--- config.mk ---
export PLATFORM = sky130hd
export DESIGN_NAME = header_xor_packet_receiver
export DESIGN_NICKNAME = d
export VERILOG_FILES = /design/src/design/hxpr_pkg.sv /design/src/design/hxpr_datapath.sv /design/src/design/hxpr_controller.sv /design/src/design/header_xor_packet_receiver.sv
export SDC_FILE = /design/constraint.sdc
export NUM_CORES = 1
export LEC_CHECK = 0
export BUFFER_PORTS_ARGS = -buffer_cell sky130_fd_sc_hd__buf_2
export CAP_MARGIN = 20
export CORE_ASPECT_RATIO = 0.5
export CORE_MARGIN = 2
export CORE_UTILIZATION = 45
export CTS_BUF_LIST = sky130_fd_sc_hd__clkbuf_16
export CTS_CLUSTER_SIZE = 8
export DETAILED_ROUTE_END_ITERATION = 10
export GPL_TIMING_DRIVEN = 0
export PLACE_DENSITY = 0.68
export SLEW_MARGIN = 20
export SYNTH_ARGS = -nofsm -noshare
export SYNTH_HDL_FRONTEND = slang
export SYNTH_SLANG_ARGS = --single-unit
--- constraint.sdc ---
create_clock -name clk -period 2.8 [get_ports clk]
set_clock_uncertainty 0.15 [all_clocks]
set_input_delay 0.14 -clock clk [delete_from_list [all_inputs] [get_ports clk]]
set_output_delay 0.14 -clock clk [all_outputs]
set_load 0.005 [all_outputs]
--- src/design/hxpr_pkg.sv ---
// Shared constants and controller/datapath interface types for the
// header XOR packet receiver. No dependencies.
package hxpr_pkg;

	localparam int PACKET_BYTES = 32;
	localparam int IDX_W = $clog2(PACKET_BYTES);
	localparam int BYTE_INDEX_W = 6;
	localparam logic [IDX_W-1:0] LAST_IDX = IDX_W'(PACKET_BYTES - 1);

	localparam logic [7:0] HDR_FIRST = 8'h56;
	localparam logic [7:0] HDR_SECOND = 8'h53;
	localparam logic [31:0] TIMEOUT_RESET = 32'd500;

	localparam logic OP_BYTE = 1'b0;
	localparam logic OP_TICK = 1'b1;

	typedef struct packed {
		logic capture;
		logic process;
		logic check;
		logic rd_load;
		logic idx_incr;
	} hxpr_cmd_t;

	typedef struct packed {
		logic good;
		logic last;
	} hxpr_status_t;

endpackage

--- src/design/hxpr_datapath.sv ---
// Datapath of the header XOR packet receiver: deframing state, packet memory,
// counters, timeout register and result fields. Depends on hxpr_pkg.
module hxpr_datapath (
	input  logic                    clk,
	input  logic                    arst_n,
	input  hxpr_pkg::hxpr_cmd_t     cmd,
	output hxpr_pkg::hxpr_status_t  status,
	input  logic                    cfg_we,
	input  logic [31:0]             cfg_data,
	input  logic                    opcode,
	input  logic [7:0]              rx_byte,
	output logic [7:0]              data_byte,
	output logic [5:0]              byte_index,
	output logic                    last,
	output logic                    packet_good,
	output logic                    checksum_error,
	output logic                    data_fresh,
	output logic [31:0]             good_count,
	output logic [31:0]             bad_count,
	output logic [31:0]             age_ms
);
	import hxpr_pkg::*;

	logic [7:0]       store_mem [PACKET_BYTES];
	logic             op_q;
	logic [7:0]       byte_q;
	logic [31:0]      timeout_q;
	logic [IDX_W-1:0] fill_q;
	logic [7:0]       xor_q;
	logic             valid_q;
	logic [31:0]      good_cnt_q;
	logic [31:0]      bad_cnt_q;
	logic [31:0]      age_q;
	logic             good_q;
	logic             bad_q;
	logic [IDX_W-1:0] idx_q;
	logic [7:0]       rd_q;
	logic             mem_we;
	logic             idx_last;

	always_ff @(posedge clk) begin
		if (cmd.capture) begin
			op_q <= opcode;
			byte_q <= rx_byte;
		end
	end

	always_ff @(posedge clk or negedge arst_n) begin
		if (!arst_n) begin
			timeout_q <= TIMEOUT_RESET;
		end else if (cfg_we) begin
			timeout_q <= cfg_data;
		end
	end

	always_comb begin
		mem_we = 1'b0;
		if (cmd.process && op_q == OP_BYTE) begin
			if (fill_q == '0) begin
				mem_we = (byte_q == HDR_FIRST);
			end else if (fill_q == IDX_W'(1)) begin
				mem_we = (byte_q == HDR_SECOND);
			end else begin
				mem_we = 1'b1;
			end
		end
	end

	always_ff @(posedge clk) begin
		if (mem_we) begin
			store_mem[fill_q] <= byte_q;
		end
		if (cmd.rd_load) begin
			rd_q <= store_mem[idx_q];
		end
	end

	always_ff @(posedge clk or negedge arst_n) begin
		if (!arst_n) begin
			fill_q <= '0;
			xor_q <= '0;
			valid_q <= 1'b0;
			good_cnt_q <= '0;
			bad_cnt_q <= '0;
			age_q <= '0;
			good_q <= 1'b0;
			bad_q <= 1'b0;
			idx_q <= '0;
		end else begin
			if (cmd.process) begin
				good_q <= 1'b0;
				bad_q <= 1'b0;
				idx_q <= '0;
				if (op_q == OP_TICK) begin
					if (age_q != '1) begin
						age_q <= age_q + 32'd1;
					end
				end else if (fill_q == '0) begin
					if (byte_q == HDR_FIRST) begin
						xor_q <= byte_q;
						fill_q <= IDX_W'(1);
					end
				end else if (fill_q == IDX_W'(1)) begin
					if (byte_q == HDR_SECOND) begin
						xor_q <= xor_q ^ byte_q;
						fill_q <= IDX_W'(2);
					end else begin
						xor_q <= '0;
						fill_q <= '0;
					end
				end else if (fill_q == LAST_IDX) begin
					if (xor_q == byte_q) begin
						good_q <= 1'b1;
						good_cnt_q <= good_cnt_q + 32'd1;
						valid_q <= 1'b1;
						age_q <= '0;
					end else begin
						bad_q <= 1'b1;
						bad_cnt_q <= bad_cnt_q + 32'd1;
					end
					xor_q <= '0;
					fill_q <= '0;
				end else begin
					xor_q <= xor_q ^ byte_q;
					fill_q <= fill_q + IDX_W'(1);
				end
			end
			if (cmd.check && valid_q && age_q > timeout_q) begin
				valid_q <= 1'b0;
			end
			if (cmd.idx_incr) begin
				idx_q <= idx_q + IDX_W'(1);
			end
		end
	end

	assign idx_last = (idx_q == LAST_IDX);
	assign status.good = good_q;
	assign status.last = idx_last;

	assign data_byte = good_q ? rd_q : 8'd0;
	assign byte_index = good_q ? BYTE_INDEX_W'(idx_q) : BYTE_INDEX_W'(0);
	assign last = good_q ? idx_last : 1'b1;
	assign packet_good = good_q;
	assign checksum_error = bad_q;
	assign data_fresh = valid_q;
	assign good_count = good_cnt_q;
	assign bad_count = bad_cnt_q;
	assign age_ms = age_q;

endmodule

--- src/design/hxpr_controller.sv ---
// Sequencing state machine of the header XOR packet receiver: handshakes and
// datapath commands. Depends on hxpr_pkg.
module hxpr_controller (
	input  logic                    clk,
	input  logic                    arst_n,
	input  logic                    item_valid,
	output logic                    item_stall,
	output logic                    result_valid,
	input  logic                    result_stall,
	output hxpr_pkg::hxpr_cmd_t     cmd,
	input  hxpr_pkg::hxpr_status_t  status
);
	import hxpr_pkg::*;

	localparam logic [2:0] S_IDLE  = 3'd0;
	localparam logic [2:0] S_PROC  = 3'd1;
	localparam logic [2:0] S_CHECK = 3'd2;
	localparam logic [2:0] S_LOAD  = 3'd3;
	localparam logic [2:0] S_SHOW  = 3'd4;

	logic [2:0] state_q;
	logic [2:0] state_d;

	always_comb begin
		state_d = state_q;
		cmd = '0;
		item_stall = 1'b1;
		result_valid = 1'b0;
		case (state_q)
			S_IDLE: begin
				item_stall = 1'b0;
				if (item_valid) begin
					cmd.capture = 1'b1;
					state_d = S_PROC;
				end
			end
			S_PROC: begin
				cmd.process = 1'b1;
				state_d = S_CHECK;
			end
			S_CHECK: begin
				cmd.check = 1'b1;
				state_d = status.good ? S_LOAD : S_SHOW;
			end
			S_LOAD: begin
				cmd.rd_load = 1'b1;
				state_d = S_SHOW;
			end
			S_SHOW: begin
				result_valid = 1'b1;
				if (!result_stall) begin
					if (status.good && !status.last) begin
						cmd.idx_incr = 1'b1;
						state_d = S_LOAD;
					end else begin
						state_d = S_IDLE;
					end
				end
			end
			default: begin
				state_d = S_IDLE;
			end
		endcase
	end

	always_ff @(posedge clk or negedge arst_n) begin
		if (!arst_n) begin
			state_q <= S_IDLE;
		end else begin
			state_q <= state_d;
		end
	end

endmodule

--- src/design/header_xor_packet_receiver.sv ---
// Top level of the header XOR packet receiver: controller plus datapath.
// Depends on hxpr_pkg, hxpr_controller and hxpr_datapath.
//
// Items are received bytes (opcode 0) or millisecond ticks (opcode 1). Bytes
// are framed on the header 'V','S' into packets of PACKET_BYTES bytes whose
// last byte is the XOR of all the others. One item is handled at a time:
// item_stall is low only while the block is idle. An item that gives a single
// result passes through the PROC and CHECK states after acceptance and is
// offered in the SHOW state, held there while result_stall is high. A good
// packet gives a run of PACKET_BYTES results; each is first read in a LOAD
// state through the registered single read port of the packet memory and
// then offered in SHOW. The timeout register may be written at any time the
// block is idle; its reset value is 500 ms.
module header_xor_packet_receiver (
	input  logic        clk,
	input  logic        arst_n,
	input  logic        cfg_we,
	input  logic [31:0] cfg_data,
	input  logic        item_valid,
	output logic        item_stall,
	input  logic        opcode,
	input  logic [7:0]  rx_byte,
	output logic        result_valid,
	input  logic        result_stall,
	output logic [7:0]  data_byte,
	output logic [5:0]  byte_index,
	output logic        last,
	output logic        packet_good,
	output logic        checksum_error,
	output logic        data_fresh,
	output logic [31:0] good_count,
	output logic [31:0] bad_count,
	output logic [31:0] age_ms
);
	import hxpr_pkg::*;

	hxpr_cmd_t    cmd;
	hxpr_status_t status;

	hxpr_controller u_controller (
		.clk          (clk),
		.arst_n       (arst_n),
		.item_valid   (item_valid),
		.item_stall   (item_stall),
		.result_valid (result_valid),
		.result_stall (result_stall),
		.cmd          (cmd),
		.status       (status)
	);

	hxpr_datapath u_datapath (
		.clk            (clk),
		.arst_n         (arst_n),
		.cmd            (cmd),
		.status         (status),
		.cfg_we         (cfg_we),
		.cfg_data       (cfg_data),
		.opcode         (opcode),
		.rx_byte        (rx_byte),
		.data_byte      (data_byte),
		.byte_index     (byte_index),
		.last           (last),
		.packet_good    (packet_good),
		.checksum_error (checksum_error),
		.data_fresh     (data_fresh),
		.good_count     (good_count),
		.bad_count      (bad_count),
		.age_ms         (age_ms)
	);

endmodule

# ---- After elaboration in Yosys (flattened, before gate mapping)
# Memory sizes are Yosys's and may differ from the RTL's. A register that Yosys moved wholly into a read port is not among the register bits.
# Cells that the tools add are included.
dict set report word_totals {
  romBits 0
  output_inout_bits 116
  mem_bits_rw 256
  latch_bits 0
  elab_cells 122
  register_bits 161
  mem_count 1
}
dict set report op_classes {
  n_addsub 5
  div_mod_pow 0
  n_eq_ne 20
  n_mul 0
  magnitude_cmp 1
  bitwise_logic 5
  n_mux 58
  n_shift 0
  reduce_logical 19
}
# memory depth word_bits rd rd_clocked_by_memory_dff wr line
set memory_table {}
lappend memory_table {u_datapath.store_mem 32 8 1 1 1 hxpr_datapath.sv:24} ;# logic [7:0] store_mem [PACKET_BYTES];
# op count
set op_table {}
lappend op_table {{$mux W32} 6}
lappend op_table {{$add A32 B1 Y32 const B} 3}
lappend op_table {{$mux W8} 6}
lappend op_table {{$mux W5} 7}
lappend op_table {{$mux W1} 33}
lappend op_table {{$gt A32 B32 Y1} 1}
lappend op_table {{$ne A32 B32 Y1 const B} 1}
lappend op_table {{$reduce_and A6 Y1} 4}
lappend op_table {{$eq A8 B7 Y1 const B} 2}
lappend op_table {{$pmux W3 S5} 1}
lappend op_table {{$ne A2 B2 Y1 const B} 7}
lappend op_table {{$reduce_bool A2 Y1} 6}
lappend op_table {{$add A5 B1 Y5 const B} 2}
lappend op_table {{$eq A5 B5 Y1 const B} 2}
lappend op_table {{$mux W3} 3}
lappend op_table {{$eq A8 B8 Y1} 1}
lappend op_table {{$xor A8 B8 Y8} 1}
lappend op_table {{$eq A3 B2 Y1 const B} 2}
lappend op_table {{$eq A5 B1 Y1 const B} 1}
lappend op_table {{$logic_not A5 Y1} 1}
lappend op_table {{$logic_and A1 B1 Y1} 4}
lappend op_table {{$mux W2} 2}
lappend op_table {{$ne A2 B1 Y1 const B} 2}
lappend op_table {{$not A1 Y1} 4}
lappend op_table {{6 further kinds} 6}

# ---- Depth between registers and ports, before layout
dict set report logic_depth {
  depth_word 8
  ltp_mapped 9
}

# ---- By module
# Synthesis repeated with hierarchy kept, for this count alone.
dict set report unflattened {
  hier_cells 1391
  area_unflattened_um2 18961.9
}
# module n_inst cells_each area_each_um2
set by_module_without_submodules {}
lappend by_module_without_submodules {hxpr_datapath 1 1369 18739.2}
lappend by_module_without_submodules {hxpr_controller 1 22 222.7}

# ---- Worst setup path after synthesis
# Ideal clock, no wire load.
dict set report synth_timing {
  path_kind {flip-flop to flip-flop}
  start {register u_datapath.byte_q[6]}
  end {memory u_datapath.store_mem[12][0] (enable)}
  arrival_ns 2.457
  setup_slack_ns -0.177
  stages_incl_launch_ff 7
  required_time_ns 2.280
  setup_time_ns 0.370
  path_buffers 1
  path_cell_list {edfxtp_1 > nor4bb_1 > a41oi_1 > nor2_1 > clkbuf_1 > nand2_1 > nor2_1}
}
dict set report synth_between {
  elab_chain_cells 6
  elab_cells_between_ends 7
  classes_between {2 x eq/ne; 5 x mux}
}
# element line
set synth_lines {}
lappend synth_lines {{start: declaration} hxpr_datapath.sv:26} ;# logic [7:0] byte_q;
lappend synth_lines {{start signal: assignment} hxpr_datapath.sv:44} ;# byte_q <= rx_byte;
lappend synth_lines {{$eq A8 B7 Y1} hxpr_datapath.sv:62} ;# mem_we = (byte_q == HDR_SECOND);
lappend synth_lines {{$mux W1} hxpr_datapath.sv:61} ;# end else if (fill_q == IDX_W'(1)) begin
lappend synth_lines {{$mux W1 (*)} hxpr_datapath.sv:59} ;# if (fill_q == '0) begin
lappend synth_lines {{$mux W1 (*)} hxpr_datapath.sv:58} ;# if (cmd.process && op_q == OP_BYTE) begin
lappend synth_lines {{$mux W1 (*)} hxpr_datapath.sv:70} ;# if (mem_we) begin
lappend synth_lines {{$mux W1 (implied by the code) (*)} hxpr_datapath.sv:71} ;# store_mem[fill_q] <= byte_q;
lappend synth_lines {{end: declaration} hxpr_datapath.sv:24}
# Every way passes the cells marked *; elsewhere a longest branch is shown, timed or not.

# ---- Final worst setup path
dict set report layout_timing {
  start {register u_datapath.fill_q[4]}
  end {memory u_datapath.store_mem[26][3] (enable)}
}
dict set report layout_between {
  elab_chain_cells 6
  elab_cells_between_ends 7
  classes_between {1 x eq/ne; 5 x mux; 1 x reduce/logical}
}
# element line
set layout_lines {}
lappend layout_lines {{start: declaration} hxpr_datapath.sv:28} ;# logic [IDX_W-1:0] fill_q;
lappend layout_lines {{start signal: assignment} hxpr_datapath.sv:125} ;# fill_q <= fill_q + IDX_W'(1);
lappend layout_lines {{$eq A5 B1 Y1} hxpr_datapath.sv:61}
lappend layout_lines {{$mux W1} hxpr_datapath.sv:61}
lappend layout_lines {{$mux W1} hxpr_datapath.sv:59}
lappend layout_lines {{$mux W1} hxpr_datapath.sv:58}
lappend layout_lines {{$mux W1} hxpr_datapath.sv:70}
lappend layout_lines {{$mux W1 (implied by the code)} hxpr_datapath.sv:71}
# Parallel ways exist; a longest one is shown, timed or not.

==> out/qor.yml <==
worstPathCellList: "clkbuf_1 > or4b_2 > nor2_1 > a2bb2oi_2 > nor2_4 > nand2_4 > nor2_4 > buf_4"
dpl-instance-area_mm2: 0.0202
finalWeightedCongestion: 0.900
rsz0062_at_grt: "true"
portBuffers: 159
startpoint: "u_datapath.fill_q[4]$_DFFE_PN0P_"
syn_area_mm2: 0.0185
status: "complete, but fails checks"
synth_area_per_cell_um2: 14.4
synth_cells: 1280
drt-total-wl_mm: 46.4
clkTransAtPathRegs_ns: 0.05
wl_per_cell_um: 21.5
ys_types: 66
htreeDepth: 2
finalSetupTns_ns: -0.202
die_x_um: 291
grt_pass1_wl_mm: 72.4
cp_data_arrival_time_ns: 3.04
grt_overflow: 0
cts_root_buf: "clkbuf_16"
maxCapViolations: 0
avgViaCountPerCell: 5.71
hpwl_mm: 29.9
firstDrtPassIters: 5
first_global_vias: 12500
worstSetupStartpointType: "flop"
fin_crit_ns: 2.83
synth-async-reset-ratio: 0.358
grt.total_usage: 0.216
slowest_stage: "or4b_2"
via_count: 12400
synthTopCellsByArea: "edfxtp_1 44%, dfrtp_1 20%, mux4_2 9.7%"
postLayoutCellArea_mm2: 0.0232
p_leak_uw: 0.00923
finalNetCount: 1681
io_pins: 162
drv_slew: 0
syn_nets: 1368
post-route-period-util: 1.01
clk_latency_ns: 0.61
drt_iter0_drc: 1190
numCtsBuffers: 59
clock_path_buffers: 3
final-setup-viol-count: 13
antenna_found_initial: 0
die_y_um: 147
crit_type: "reg -> reg"
synth-seq-cells: 425
clock.fmax_mhz: 354
num_rows: 52
cp-end-kind: "flop"
start_util: 0.457
layout_setup_ws_ns: -0.0254
ant_nets: 0
clock_sinks: 425
area.growth.synth_to_final_pct: 25.3
drc: 0
utilization: 0.572
grt_max_degree: 87
drive_gt1_frac: 0.295
synth_edf_count: 273
cts_tree: "done"
diodes: 0
hold_path.class: "in -> reg"
power_per_cell_area_mw_per_mm2: 659
synth_top_area_frac: 0.443
ys.flop_type: "edfxtp_1"
yosys_warnings: 0
synth_top_area_cell: "edfxtp_1"
core_area_mm2: 0.0405
critPathRequiredTime_ns: 3.01
hp-start: "rx_byte[5]"
tightestPinTransition_ns: 0.818
max_stage_delay_ns: 0.77
slew_headroom: 0.455
critPathMaxFanout: 10
cpMostUsedCell: "nor2_4"
holdWs_ns: 0.100
rr_startpoint: "u_datapath.fill_q[4]$_DFFE_PN0P_"
hold_violations: 0
violations: "negative setup slack"
max-vdd-ir-drop_mv: 0.534
ys_seq_area_frac: 0.650
dieArea_mm2: 0.0428
-- where the power goes --
| group | switching (uW) | total [uW] | internal (uW) |
|---|---|---|---|
| registers | 210 | 7290 | 7080 |
| logic | 1010 | 1620 | 612 |
| clock network | 2610 | 6360 | 3740 |
-- final timing paths --
path,slack (ns),cells after the start,end
max,-0.03,8,u_datapath.store_mem[26][3]$_DFFE_PP_
min,0.1,2,u_datapath.byte_q[5]$_DFFE_PP_
max reg2reg,-0.03,8,u_datapath.store_mem[26][3]$_DFFE_PP_
min reg2reg,0.31,1,u_datapath.bad_count[31]$_DFFE_PN0P_
max in group asynchronous,1.43,4,u_datapath.timeout_q[2]$_DFFE_PN1P_
min in group asynchronous,0.38,3,u_datapath.age_ms[4]$_DFFE_PN0P_
-- registers in the layout, indices dropped and copies added, names as in the netlist --
register	count
u_datapath.store_mem	256
u_datapath.op_q	1
u_datapath.age_ms	32
u_datapath.good_count	32
u_datapath.bad_count	32
u_datapath.packet_good	1
u_datapath.xor_q	8
u_datapath.data_fresh	1
u_datapath.byte_q	8
u_datapath.rd_q	8
u_datapath.fill_q	5
u_datapath.timeout_q	32
u_controller.state_q	3
u_datapath.checksum_error	1
u_datapath.idx_q	5
-- cells by family (layout without fill, tap and decap cells) --
logic type,count (synthesis),in the layout,synth area share
buffers and inverters,100,444,0.0213
xor gates and xnor gates,70,70,0.0332
AOI/OAI and AO/OA,161,161,0.0518
other,1,1,0.000203
DFF,425,425,0.650
muxes,95,95,0.106
adders and majority gates,42,42,0.0284
and+or+nand+nor,386,386,0.109
-- repair_timing --
item | CTS | global route
pin swaps | 19 | 21
setup endpoints to repair | 367 | 279
gates resized for setup | 99 | 54
endpoints found under the hold margin | 203 | 0
setup buffers | 22 | 17
hold buffers | 49 | 0
-- final cells by class --
class	count	area, um2
plain buffers	51	288
clock buffers	59	1480
clock inverters	33	176
fillers	3087	17300
inverters	46	173
multi-input cells	755	6580
flip-flops and latches	425	12000
well taps	540	676
repair buffers	255	1770
-- critical path, delay by kind of cell (launching register included) --
family / cells / cell delay, ns
and+or+nand+nor: 5 / 1.31
buffers and inverters: 2 / 0.50
DFF: 1 / 0.43
AOI/OAI and AO/OA: 1 / 0.21
-- cells in the final DEF (no fill, tap or decap), drive strengths merged, types with 6 or more instances in the layout --
cell type	n
mux2	11
nor3	7
mux4	80
nor2	68
ha	42
buf	223
dfrtp	146
nand2b	7
and3	26
inv	77
xor2	18
o21ai	69
and2	18
clkbuf	94
nand3	53
nand2	111
nor4	7
dlygate4sd3	48
o31ai	6
a31oi	11
xnor2	52
nand4	39
edfxtp	273
and4	8
dfstp	6
or3	12
a21oi	39
-- metrics by stage --
step / power [uW] / std cells / worst slack (ns)
finish: 15300 / 2164 / -0.0254
global route: 15800 / 2164 / -0.0641
global placement: 8490 / 1979 / -1.07
detailed placement: 8640 / 1987 / -1.02
floorplan: 8050 / 1280 / 0.00944
CTS: 15200 / 2149 / -0.000604
-- metal layers --
metal / up-vias / global-route usage / wire [um]
met5: - / 0 / 0
met4: 0 / 0.0503 / 856
met3: 73 / 0.0315 / 2550
met2: 436 / 0.372 / 23400
met1: 6358 / 0.294 / 19700
li1: 5490 / - / -
-- synthesized netlist by cell type (3+ instances only) --
master and instances:
o41ai_1 4, dfrtp_1 146, nor3_1 7, nand3_1 52, buf_1 5, nand4_1 39, dfstp_2 6, buf_2 9
a21o_1 4, and3_1 26, o21a_1 3, or4b_2 3, a31oi_1 11, nand2b_1 7, and4_1 7, inv_1 46
nor2b_1 4, o211ai_1 3, a211o_1 4, mux2i_1 4, mux4_2 80, xor2_1 18, and2_1 17, or3_1 12
clkbuf_1 38, edfxtp_1 273, mux2_2 11, o21ai_0 69, nand3b_1 4, xnor2_1 52, o31ai_1 6, nor3b_1 5
a21oi_1 39, nor2_1 68, nor4_1 4, ha_1 42, or4_1 4, nand2_1 110
Note: power is estimated with default switching activity, not from simulation.
